File: src/hdl/serial_angle_frame_decoder_defines.svh
// ----------------------------------------------------------------------------
// Serial angle frame decoder assertion macros
// Property macros for implication checks on the decoder clock and reset.
// ----------------------------------------------------------------------------
`ifndef SERIAL_ANGLE_FRAME_DECODER_DEFINES_SVH
`define SERIAL_ANGLE_FRAME_DECODER_DEFINES_SVH

`ifndef SYNTH
`define SAFD_ASSERT_IMP(name, ante, cons) \
  name: assert property (@(posedge clk_i) disable iff (!rst_ni) (ante) |-> (cons)) \
    else $error("safd check failed");
`define SAFD_ASSERT_NEXT(name, ante, cons) \
  name: assert property (@(posedge clk_i) disable iff (!rst_ni) (ante) |=> (cons)) \
    else $error("safd check failed");
`else
`define SAFD_ASSERT_IMP(name, ante, cons)
`define SAFD_ASSERT_NEXT(name, ante, cons)
`endif

`endif

File: src/hdl/safd_pkg.sv
// ----------------------------------------------------------------------------
// Serial angle frame decoder package
// Frame positions, checksum and angle scaling constants, and control types.
// ----------------------------------------------------------------------------
package safd_pkg;

  localparam logic [3:0] IDX_HEADER     = 4'd0;
  localparam logic [3:0] IDX_SIGN       = 4'd1;
  localparam logic [3:0] IDX_DEGREES    = 4'd2;
  localparam logic [3:0] IDX_HUNDREDTHS = 4'd3;
  localparam logic [3:0] IDX_PRODUCT    = 4'd4;
  localparam logic [3:0] IDX_REMAINDER  = 4'd5;
  localparam logic [3:0] IDX_SUM_LAST   = 4'd6;
  localparam logic [3:0] IDX_LOW_SUM    = 4'd7;
  localparam logic [3:0] IDX_MOD_SUM    = 4'd8;
  localparam logic [3:0] IDX_TRAILER    = 4'd9;

  localparam logic [7:0] HEADER_BYTE = 8'h73;
  localparam logic [7:0] NEG_CODE    = 8'h01;

  // The sum of six bytes fits 11 bits, so a reciprocal scaled by 2^16 gives an exact mod-17.
  localparam logic [11:0] MOD17_RECIP = 12'd3856;

  // Angle scale 3141592 / 18000000 reduced to 392699 / 2250000.
  localparam logic [18:0] ANG_MUL = 19'd392699;
  localparam logic [21:0] ANG_DIV = 22'd2250000;
  localparam int unsigned ANG_RECIP_SHIFT = 36;
  localparam logic [63:0] ANG_RECIP_FULL =
    ((64'd392699 << ANG_RECIP_SHIFT) + 64'd2249999) / 64'd2250000;
  localparam logic [33:0] ANG_RECIP = ANG_RECIP_FULL[33:0];

  localparam logic signed [17:0] ANG_SAT_MAX = 18'sd32767;
  localparam logic signed [17:0] ANG_SAT_MIN = -18'sd32768;

  typedef struct packed {
    logic at_end;
    logic load_mag;
    logic load_prod;
    logic load_rem;
    logic finish;
    logic good;
    logic init;
  } safd_ctl_t;

endpackage

File: src/hdl/safd_byte_if.sv
// ----------------------------------------------------------------------------
// Serial angle frame decoder byte channel
// Valid/ready channel carrying a command bit and a received byte.
// ----------------------------------------------------------------------------
interface safd_byte_if;
  logic       valid;
  logic       ready;
  logic       cmd;
  logic [7:0] data_byte;

  modport source (output valid, output cmd, output data_byte, input ready);
  modport sink (input valid, input cmd, input data_byte, output ready);
endinterface

File: src/hdl/safd_result_if.sv
// ----------------------------------------------------------------------------
// Serial angle frame decoder result channel
// Valid/ready channel carrying the decoded angle and the frame status.
// ----------------------------------------------------------------------------
interface safd_result_if;
  logic               valid;
  logic               ready;
  logic signed [15:0] angle_mrad;
  logic               frame_good;

  modport source (output valid, output angle_mrad, output frame_good, input ready);
  modport sink (input valid, input angle_mrad, input frame_good, output ready);
endinterface

File: src/hdl/safd_frame.sv
// ----------------------------------------------------------------------------
// Serial angle frame decoder frame tracker
// Byte position, header and checksum checks, and angle stage enables.
// ----------------------------------------------------------------------------
module safd_frame import safd_pkg::*; (
  input  logic       clk_i,
  input  logic       rst_ni,
  input  logic       accept_i,
  input  logic       cmd_i,
  input  logic [7:0] data_byte_i,
  output logic [7:0] degrees_o,
  output logic       negative_o,
  output safd_ctl_t  ctl_o
);

  logic [3:0]  idx_q, idx_d, idx_eff;
  logic [10:0] sum_q, sum_d;
  logic        hdr_q, hdr_d;
  logic        neg_q, neg_d;
  logic [7:0]  deg_q, deg_d;
  logic        match_q, match_d;
  logic [4:0]  mod17_q, mod17_d;
  logic        data_acc;
  logic [22:0] m17_prod;
  logic [6:0]  m17_quot;
  logic [10:0] m17_back;
  logic [10:0] m17_rem;

  assign data_acc = accept_i && !cmd_i;
  assign idx_eff  = (idx_q > IDX_TRAILER) ? IDX_HEADER : idx_q;

  assign m17_prod = sum_q * MOD17_RECIP;
  assign m17_quot = m17_prod[22:16];
  assign m17_back = {m17_quot, 4'b0000} + {4'b0000, m17_quot};
  assign m17_rem  = sum_q - m17_back;

  always_comb begin
    idx_d   = idx_q;
    sum_d   = sum_q;
    hdr_d   = hdr_q;
    neg_d   = neg_q;
    deg_d   = deg_q;
    match_d = match_q;
    mod17_d = mod17_q;
    if (data_acc) begin
      idx_d = (idx_eff == IDX_TRAILER) ? IDX_HEADER : idx_eff + 4'd1;
      case (idx_eff)
        IDX_HEADER: begin
          hdr_d = (data_byte_i == HEADER_BYTE);
          sum_d = '0;
        end
        IDX_SIGN: begin
          sum_d = sum_q + {3'b000, data_byte_i};
          neg_d = (data_byte_i == NEG_CODE);
        end
        IDX_DEGREES: begin
          sum_d = sum_q + {3'b000, data_byte_i};
          deg_d = data_byte_i;
        end
        IDX_HUNDREDTHS, IDX_PRODUCT, IDX_REMAINDER, IDX_SUM_LAST: begin
          sum_d = sum_q + {3'b000, data_byte_i};
        end
        IDX_LOW_SUM: begin
          match_d = (sum_q[7:0] == data_byte_i);
          mod17_d = m17_rem[4:0];
        end
        IDX_MOD_SUM: begin
          if ({3'b000, mod17_q} != data_byte_i) begin
            match_d = 1'b0;
          end
        end
        default: begin
        end
      endcase
    end
  end

  always_ff @(posedge clk_i or negedge rst_ni) begin
    if (!rst_ni) begin
      idx_q   <= IDX_HEADER;
      sum_q   <= '0;
      hdr_q   <= 1'b0;
      neg_q   <= 1'b0;
      deg_q   <= '0;
      match_q <= 1'b0;
      mod17_q <= '0;
    end else begin
      idx_q   <= idx_d;
      sum_q   <= sum_d;
      hdr_q   <= hdr_d;
      neg_q   <= neg_d;
      deg_q   <= deg_d;
      match_q <= match_d;
      mod17_q <= mod17_d;
    end
  end

  assign degrees_o  = deg_q;
  assign negative_o = neg_q;

  always_comb begin
    ctl_o.at_end    = (idx_eff == IDX_TRAILER);
    ctl_o.load_mag  = data_acc && (idx_eff == IDX_HUNDREDTHS);
    ctl_o.load_prod = data_acc && (idx_eff == IDX_PRODUCT);
    ctl_o.load_rem  = data_acc && (idx_eff == IDX_REMAINDER);
    ctl_o.finish    = data_acc && (idx_eff == IDX_TRAILER);
    ctl_o.good      = hdr_q && match_q;
    ctl_o.init      = accept_i && cmd_i;
  end

endmodule

File: src/hdl/safd_angle.sv
// ----------------------------------------------------------------------------
// Serial angle frame decoder angle datapath
// Scales degrees to milliradians in steps spread over the frame bytes.
// ----------------------------------------------------------------------------
module safd_angle import safd_pkg::*; (
  input  logic               clk_i,
  input  logic               rst_ni,
  input  safd_ctl_t          ctl_i,
  input  logic [7:0]         data_byte_i,
  input  logic [7:0]         degrees_i,
  input  logic               negative_i,
  output logic signed [15:0] result_o
);

  logic [14:0]        mag_q, mag_d;
  logic [12:0]        quot_q, quot_d;
  logic [33:0]        prod_q, prod_d;
  logic               nz_q, nz_d;
  logic signed [15:0] last_q, last_d;
  logic signed [15:0] off_q, off_d;
  logic [48:0]        recip_prod;
  logic [34:0]        back_prod;
  logic signed [17:0] quot_s, floor_s, diff_s, trunc_s;
  logic signed [15:0] sat_angle;

  assign recip_prod = mag_q * ANG_RECIP;
  assign back_prod  = quot_q * ANG_DIV;

  assign mag_d  = ctl_i.load_mag ?
                  15'({7'b0000000, degrees_i} * 15'd100) + {7'b0000000, data_byte_i} : mag_q;
  assign quot_d = ctl_i.load_prod ? recip_prod[48:36] : quot_q;
  assign prod_d = ctl_i.load_prod ? 34'(mag_q * ANG_MUL) : prod_q;
  assign nz_d   = ctl_i.load_rem ? (back_prod[33:0] != prod_q) : nz_q;

  // Floor of the signed scaled value, then truncation toward zero after the offset.
  always_comb begin
    quot_s  = $signed({5'b00000, quot_q});
    floor_s = negative_i ? (nz_q ? -quot_s - 18'sd1 : -quot_s) : quot_s;
    diff_s  = floor_s - $signed({{2{off_q[15]}}, off_q});
    trunc_s = (diff_s[17] && nz_q) ? diff_s + 18'sd1 : diff_s;
    if (trunc_s > ANG_SAT_MAX) begin
      sat_angle = 16'sh7fff;
    end else if (trunc_s < ANG_SAT_MIN) begin
      sat_angle = -16'sh8000;
    end else begin
      sat_angle = trunc_s[15:0];
    end
  end

  assign result_o = ctl_i.good ? sat_angle : last_q;
  assign last_d   = ctl_i.finish ? result_o : last_q;
  assign off_d    = ctl_i.init ? last_q : off_q;

  always_ff @(posedge clk_i) begin
    mag_q  <= mag_d;
    quot_q <= quot_d;
    prod_q <= prod_d;
    nz_q   <= nz_d;
  end

  always_ff @(posedge clk_i or negedge rst_ni) begin
    if (!rst_ni) begin
      last_q <= '0;
      off_q  <= '0;
    end else begin
      last_q <= last_d;
      off_q  <= off_d;
    end
  end

endmodule

File: src/hdl/serial_angle_frame_decoder.sv
// ----------------------------------------------------------------------------
// Serial angle frame decoder
// Decodes ten-byte serial frames into an angle in milliradians.
// ----------------------------------------------------------------------------
//  Channel  Direction  Transfer
//  rx_i     in         one command or one received byte
//  tx_o     out        angle and frame status, once per ten bytes
//
// One transfer is taken every cycle; the result of a frame appears on tx_o
// the cycle after its last byte is taken. The scaling multiply is spread over
// bytes four and five of the frame. A transfer offered while the frame sits at
// its last byte waits while the output register holds a result tx_o has not
// yet taken. Reset clears the frame position, the angle and the offset.
`include "serial_angle_frame_decoder_defines.svh"

module serial_angle_frame_decoder import safd_pkg::*; (
  input  logic         clk_i,
  input  logic         rst_ni,
  safd_byte_if.sink    rx_i,
  safd_result_if.source tx_o
);

  safd_ctl_t          ctl;
  logic               accept;
  logic [7:0]         degrees;
  logic               negative;
  logic signed [15:0] result;
  logic               out_valid_q, out_valid_d;
  logic signed [15:0] out_angle_q, out_angle_d;
  logic               out_good_q, out_good_d;

  assign rx_i.ready = !(out_valid_q && !tx_o.ready) || !ctl.at_end;
  assign accept     = rx_i.valid && rx_i.ready;

  safd_frame u_frame (
    .clk_i       (clk_i),
    .rst_ni      (rst_ni),
    .accept_i    (accept),
    .cmd_i       (rx_i.cmd),
    .data_byte_i (rx_i.data_byte),
    .degrees_o   (degrees),
    .negative_o  (negative),
    .ctl_o       (ctl)
  );

  safd_angle u_angle (
    .clk_i       (clk_i),
    .rst_ni      (rst_ni),
    .ctl_i       (ctl),
    .data_byte_i (rx_i.data_byte),
    .degrees_i   (degrees),
    .negative_i  (negative),
    .result_o    (result)
  );

  always_comb begin
    out_valid_d = out_valid_q;
    out_angle_d = out_angle_q;
    out_good_d  = out_good_q;
    if (ctl.finish) begin
      out_valid_d = 1'b1;
      out_angle_d = result;
      out_good_d  = ctl.good;
    end else if (tx_o.ready) begin
      out_valid_d = 1'b0;
    end
  end

  always_ff @(posedge clk_i or negedge rst_ni) begin
    if (!rst_ni) begin
      out_valid_q <= 1'b0;
    end else begin
      out_valid_q <= out_valid_d;
    end
  end

  always_ff @(posedge clk_i) begin
    out_angle_q <= out_angle_d;
    out_good_q  <= out_good_d;
  end

  assign tx_o.valid      = out_valid_q;
  assign tx_o.angle_mrad = out_angle_q;
  assign tx_o.frame_good = out_good_q;

  `SAFD_ASSERT_NEXT(a_finish_gives_result, accept && ctl.finish, tx_o.valid)
  `SAFD_ASSERT_IMP(a_stall_only_when_full, !rx_i.ready, tx_o.valid && !tx_o.ready && ctl.at_end)
  `SAFD_ASSERT_NEXT(a_no_spurious_result, accept && !ctl.finish, !$rose(tx_o.valid))

endmodule
File: src/flat_wrapper.sv
// flat-port wrapper written by rule: the top's interface ports become plain ports
module serial_angle_frame_decoder_flat import safd_pkg::*;
  (clk_i, rst_ni, rx_i_valid, rx_i_cmd, rx_i_data_byte, rx_i_ready, tx_o_valid, tx_o_angle_mrad, tx_o_frame_good, tx_o_ready);
  safd_byte_if rx_i_i ();
  safd_result_if tx_o_i ();
  input  logic clk_i;
  input  logic rst_ni;
  input wire logic [$bits(rx_i_i.valid)-1:0] rx_i_valid;
  input wire logic [$bits(rx_i_i.cmd)-1:0] rx_i_cmd;
  input wire logic [$bits(rx_i_i.data_byte)-1:0] rx_i_data_byte;
  output wire logic [$bits(rx_i_i.ready)-1:0] rx_i_ready;
  output wire logic [$bits(tx_o_i.valid)-1:0] tx_o_valid;
  output wire logic [$bits(tx_o_i.angle_mrad)-1:0] tx_o_angle_mrad;
  output wire logic [$bits(tx_o_i.frame_good)-1:0] tx_o_frame_good;
  input wire logic [$bits(tx_o_i.ready)-1:0] tx_o_ready;
  assign rx_i_i.valid = rx_i_valid;
  assign rx_i_i.cmd = rx_i_cmd;
  assign rx_i_i.data_byte = rx_i_data_byte;
  assign rx_i_ready = rx_i_i.ready;
  assign tx_o_valid = tx_o_i.valid;
  assign tx_o_angle_mrad = tx_o_i.angle_mrad;
  assign tx_o_frame_good = tx_o_i.frame_good;
  assign tx_o_i.ready = tx_o_ready;
  serial_angle_frame_decoder u_core (.clk_i(clk_i), .rst_ni(rst_ni), .rx_i(rx_i_i), .tx_o(tx_o_i));
endmodule
File: config.mk
export PLATFORM = sky130hd
export DESIGN_NAME = serial_angle_frame_decoder_flat
export DESIGN_NICKNAME = d
export VERILOG_FILES = /design/src/hdl/safd_pkg.sv /design/src/hdl/safd_byte_if.sv /design/src/hdl/safd_result_if.sv /design/src/hdl/safd_frame.sv /design/src/hdl/safd_angle.sv /design/src/hdl/serial_angle_frame_decoder.sv /design/src/flat_wrapper.sv
export VERILOG_INCLUDE_DIRS = /design/src /design/src/hdl
export SDC_FILE = /design/constraint.sdc
export NUM_CORES = 1
export LEC_CHECK = 0
export BUFFER_PORTS_ARGS = -buffer_cell sky130_fd_sc_hd__buf_2
export CAP_MARGIN = 10
export CORE_MARGIN = 4
export CORE_UTILIZATION = 64
export DETAILED_ROUTE_END_ITERATION = 6
export GPL_ROUTABILITY_DRIVEN = 0
export GPL_TIMING_DRIVEN = 0
export HOLD_SLACK_MARGIN = 0.15
export PLACE_DENSITY = 0.87
export SLEW_MARGIN = 20
export SYNTH_ARGS = -nofsm -noshare
export SYNTH_HDL_FRONTEND = slang
export SYNTH_SLANG_ARGS = --single-unit
File: constraint.sdc
create_clock -name clk_i -period 16.24 [get_ports clk_i]
set_input_delay 1.624 -clock clk_i [delete_from_list [all_inputs] [get_ports clk_i]]
set_output_delay 1.624 -clock clk_i [all_outputs]
set_load 0.02 [all_outputs]
Word level (Yosys, flattened, before mapping)
Cells that the tools add are included.

Bits of input ports: 13. Logic and storage cells: 87. Register bits: 144. Output and inout bits: 19.

Add/subtract/negate cells: 9. Multiply operators: 5. Equality and inequality tests: 15. Muxes and demuxes: 13. Reductions and logical operators: 26. Order comparisons: 3.

Operators with widths (number): 18-bit two-way mux (3); 15-bit by 33-bit multiplier with 48-bit output (second input constant) (1); 16-bit two-way mux (3); 15-bit by 19-bit multiplier with 34-bit output (second input constant) (1); 34-bit != test (1); 13-bit by 18-bit multiplier with 30-bit output (second input constant) (1); 11-bit one-hot mux with 2 select lines (1); 18-bit by 2-bit adder with 18-bit output (second input constant) (1); 18-bit by 16-bit > comparator with 1-bit output (second input constant) (1); 18-bit by 16-bit less-than comparator with 1-bit output (second input constant) (1); 13-bit negation with 18-bit output (1); 18-bit by 16-bit subtractor with 18-bit output (1); 18-bit by 2-bit subtractor with 18-bit output (second input constant) (1); 11-bit by 8-bit multiplier with 17-bit output (second input constant) (1); 4-bit by 3-bit equality test with 1-bit output (second input constant) (4); 15-bit by 8-bit adder with 15-bit output (1); 8-bit by 5-bit multiplier with 13-bit output (second input constant) (1); 11-bit by 8-bit adder with 11-bit output (1); 1-bit logical AND (10); 2-bit AND reduction (5); 4-bit by 2-bit equality test with 1-bit output (second input constant) (2); 4-bit equality test (second input constant) (2); 8-bit by 1-bit equality test with 1-bit output (second input constant) (1); 8-bit by 7-bit equality test with 1-bit output (second input constant) (1); other kinds (17) (25).

Depth between registers and ports, before layout
Word-level depth: 11. Depth in mapped cells: 26. Mapped depth without buffers: 26.

Hierarchy
From an unflattened synthesis, not the netlist that was laid out.

Cell total of the unflattened synthesis: 2386. Area, all modules: 24489.7 um^2.

By module, submodules not included: safd_angle (area each 20851.2 um^2, cells an instance 2054, instances 1); safd_frame (area each 3064.2 um^2, cells an instance 310, instances 1); serial_angle_frame_decoder (area each 574.3 um^2, cells an instance 22, instances 1).

Least setup slack after synthesis
Ideal clock, no wire load.

Path kind: register to register. Start: register u_core.u_angle.mag_q[4]. End: register u_core.u_angle.prod_q[32] (data pin). Slack: 9.588 ns. Cell stages (with the launch flop): 22. Arrival time: 6.394 ns. Clock period less this slack: 6.652 ns. Buffers on the path: 0. Setup time: 0.258 ns. Cell sequence: edfxtp_1 -> fa_1 -> inv_1 -> fa_1 -> inv_1 -> fa_1 -> ha_1 -> inv_1 -> fa_1 -> inv_1 -> fa_1 -> ha_1 -> or3_1 -> nor2_1 -> o21ai_0 -> a41oi_1 -> o21ai_0 -> o21a_1 -> a41o_1 -> or4b_2 -> a31oi_1 -> xnor2_1.

Cells in the longest elaborated chain, start to end: 1.

RTL lines: start: declaration (line safd_angle.sv:15) `logic [14:0] mag_q, mag_d;`; start signal: assignment (line safd_angle.sv:55) `mag_q <= mag_d;`; 15-bit by 19-bit multiplier with 34-bit output (line safd_angle.sv:32) `assign prod_d = ctl_i.load_prod ? 34'(mag_q * ANG_MUL) : prod_q;`; end signal: assignment (line safd_angle.sv:57) `prod_q <= prod_d;`; end: declaration (line safd_angle.sv:17) `logic [33:0] prod_q, prod_d;`.

Every way passes these cells. A chain may end at the register's enable or synchronous reset.

Worst setup path in the final report
Start: register u_core.u_angle.mag_q[9]. End: register u_core.u_angle.quot_q[12] (data pin).

Cells in the longest elaborated chain, start to end: 1.

RTL lines: 15-bit by 33-bit multiplier with 48-bit output (line safd_angle.sv:26) `assign recip_prod = mag_q * ANG_RECIP;`; via u_core.u_angle.recip_prod[48] (line safd_angle.sv:21) `logic [48:0] recip_prod;`; end signal: assignment (line safd_angle.sv:56) `quot_q <= quot_d;`; end: declaration (line safd_angle.sv:16) `logic [12:0] quot_q, quot_d;`.

The timed path passes the listed nets, and every way through them passes these cells.

==> summary.txt <==
Synth-to-Final Area Change - 5.731%
Top-level port count - 32
Largest stage delay, worst path - 1.16 ns
Initial Utilization - 65.11%
WP data arrival - 8.24 ns
Final Max Slew Viols - 0
Layout Nets - 3,224
R2R cell count - 21
Cts-stage hold buffer count - 0
Distinct cell type count after synthesis - 75
Largest net degree at the start of global routing - 65
Critical Path, Cell by Cell - fa_1 -> inv_1 -> fa_1 -> inv_1 -> fa_1 -> inv_1 -> fa_1 -> inv_1 -> fa_1 -> ha_1 -> ha_1 -> a21o_1 -> a21o_1 -> a211oi_1 -> o21ai_0 -> a22oi_1 -> a21oi_1 -> o31ai_1 -> a21oi_1 -> a21oi_1 -> xnor2_1
Max_cap viols - 0
Port-buffer cells - 31
Most frequent cells in the layout - 418 x ha_1, 415 x inv_1, 347 x fa_1
Initial antenna violation count - 1
Final min period - 8.062 ns
Post-synthesis average cell area - 10.28 sq um
M1 WL - 23,400 um
CTS H-tree depth - 4
Syn nets - 3,170
Run status - finished, violations left
GRT overflow - 0
Crit share post-route - 49.64%
Critical path type - flip-flop to flip-flop
Syn Inst Count - 2,392
Violated checks - design-rule violations
Cell Rows - 71
Root buffer cell - clkbuf_16
Worst r2r dst - u_core.u_angle.quot_q[12]
Final Hold Fails - 0
EDFF count, synth - 80
Crit path launch - u_core.u_angle.mag_q[9]
Clock Pin Slew Worst Setup and Hold Paths - 0.07 ns
Core ar. - 37,760 sq um
Ys flop type - edfxtp_1
Number of inserted diodes - 0
Setup Total Neg Slack - 0 ns
Final ANT Viol Nets - 0
Drt drc - 1
Most area-consuming cells after synthesis - fa_1 28%, ha_1 21%, edfxtp_1 9.8%
Top routing layer in use - met4
Worst r2r src - u_core.u_angle.mag_q[9]
Worst path slowest cell - fa_1
Die W - 204.0 um
Worst setup path endpoint - u_core.u_angle.quot_q[12]
Crit path required time - 16.41 ns
FF-to-FF setup slack - 8.18 ns
Crit path top cell by count - fa_1
WL met3 - 5244 um
Peak Freq - 124.0 MHz
Met2 routed WL - 30,400 um
Most common cell after layout, fill and taps aside - ha_1
Via/cell ratio - 6.241
TritonRoute pass-1 iters - 7
Worst min path class - flip-flop to flip-flop
Die ar. - 41,610 sq um
First-pass GRT wire length - 103,400 um
Clock tree buffer depth - 2
RSZ-0062 raised after global routing - no
Critical Path End Type - flip-flop
Post_cts resized - 0
Final setup skew - 0.01266 ns
Final setup violation count - 0
Crit-path max FO - 9
Flops & latches, synth - 144
Die Ht - 204.0 um
Cts bufs inserted - 17
Largest area contributor in the netlist - fa_1
DR WL/cell - 21.10 um
Post-CTS setup repair buffer count - 0
Detail Placement HPWL - 51,570 um
Actual slew at the worst max-slew pin - 0.9951 ns
TritonCTS clock tree - yes
Register area share after synthesis - 16.29%
GRT Util Overall - 31.18%
Number of global-route vias before repair - 20,220
Via count - 18,540
Clk Latency, worst-skew pair - 0.44 ns
Total Wirelength - 62,670 um
Slew margin rel. - 32.82%
Share of cells above drive strength 1 - 5.043%
Top-area cell type share of the netlist area - 28.26%
Synth Warn # - 0
Netlist Area Pre-Place - 24,580 sq um
Worst setup SP type - flip-flop
Fraction of synthesis flops using an asynchronous set or reset pin - 44.44%
Iteration-0 DRC Markers - 1,581
Sink Count - 144
## synthesized netlist by cell type, drive strengths merged, types with 5 or more instances
cell	count
a21oi	86
mux2i	7
or3	15
nor3	34
a211oi	9
edfxtp	80
a31oi	9
a2111oi	5
nand3	30
fa	347
a21boi	5
o21bai	16
o21a	17
nand2	150
clkbuf	24
nand4	18
xnor2	117
and3	15
o221ai	5
o2111ai	6
nand3b	5
inv	416
xor2	56
o31ai	8
or2	6
nand2b	16
nor4	17
a21o	56
buf	10
o21ai	73
and2	7
nor4b	8
ha	418
nor2	83
nor3b	6
mux2	28
nor2b	15
o211ai	42
dfrtp	64
or4	6
## area by class of cell
class | instances | area (sq um)
plain buffers | 34 | 151.4
clock buffers | 17 | 425.4
clock inverters | 15 | 148.9
fillers | 2498 | 11760
inverters | 417 | 1565
multi-input cells | 1797 | 18870
flip-flops and latches | 144 | 4004
well taps | 511 | 639.4
repair buffers | 35 | 187.7
## kinds of logic (layout without fill, tap and decap cells)
| logic type | count (synthesis) | count (layout) | share of synthesized area, % |
|---|---|---|---|
| adders and majority gates | 765 | 765 | 49.53 |
| buffers and inverters | 451 | 518 | 6.983 |
| and+or+nand+nor | 442 | 442 | 9.004 |
| AOI/OAI and AO/OA | 382 | 382 | 10.44 |
| xor gates and xnor gates | 173 | 173 | 6.164 |
| DFF | 144 | 144 | 16.29 |
| muxes | 35 | 35 | 1.583 |
## registers in the layout, indices dropped and copies added, names as in the netlist
register / cells
u_core.u_frame.hdr_q: 1
u_core.tx_o.valid: 1
u_core.tx_o.angle_mrad: 16
u_core.tx_o.frame_good: 1
u_core.u_angle.last_q: 16
u_core.u_frame.degrees_o: 8
u_core.u_angle.nz_q: 1
u_core.u_angle.prod_q: 34
u_core.u_angle.mag_q: 15
u_core.u_angle.quot_q: 13
u_core.u_frame.negative_o: 1
u_core.u_frame.idx_q: 4
u_core.u_frame.match_q: 1
u_core.u_frame.sum_q: 11
u_core.u_frame.mod17_q: 5
u_core.u_angle.off_q: 16
## layer usage
layer / up-vias / track usage, %
li1: 8229 / -
met1: 9048 / 39.11
met2: 967 / 52.20
met3: 291 / 5.776
met4: 0 / 15.63
met5: - / 0
## worst min path at each step
stage | startpoint | endpoint | slack, ns | depth (start not counted)
global route | u_core.u_angle.off_q[11] | u_core.u_angle.off_q[11] | 0.53 | 1
floorplan | u_core.u_frame.match_q | u_core.u_frame.match_q | 0.47 | 2
global placement | u_core.u_frame.mod17_q[3] | u_core.u_frame.mod17_q[3] | 0.48 | 2
finish | u_core.u_angle.off_q[14] | u_core.u_angle.off_q[14] | 0.51 | 1
detailed placement | u_core.u_frame.mod17_q[0] | u_core.u_frame.mod17_q[0] | 0.50 | 2
CTS | u_core.u_frame.mod17_q[0] | u_core.u_frame.mod17_q[0] | 0.51 | 2
## through the flow
step | instance area [sq um] | hold slack (ns) | util, % | setup slack (ns) | instances
after floorplan | 24580 | 0.4685 | - | 9.588 | 2392
after global placement | 25380 | 0.4811 | 67.21 | 8.603 | 2934
after detailed placement | 25410 | 0.4962 | 67.31 | 8.371 | 2938
after CTS | 25990 | 0.5102 | 68.84 | 8.342 | 2970
after global routing | 25990 | 0.5268 | 68.84 | 7.901 | 2970
final | 25990 | 0.5101 | 68.84 | 8.178 | 2970
## critical path: cells and delay by family (launching register included)
family | cells | cell delay, ns
fa+ha+maj | 7 | 4.04
xor+xnor | 1 | 0.12
compound gates | 9 | 2.50
buf+inv | 4 | 0.47
flops | 1 | 0.66
Power is left out: the tool's default activity adds up to more than one toggle a clock period on the data nets, which glitch-free logic cannot reach.
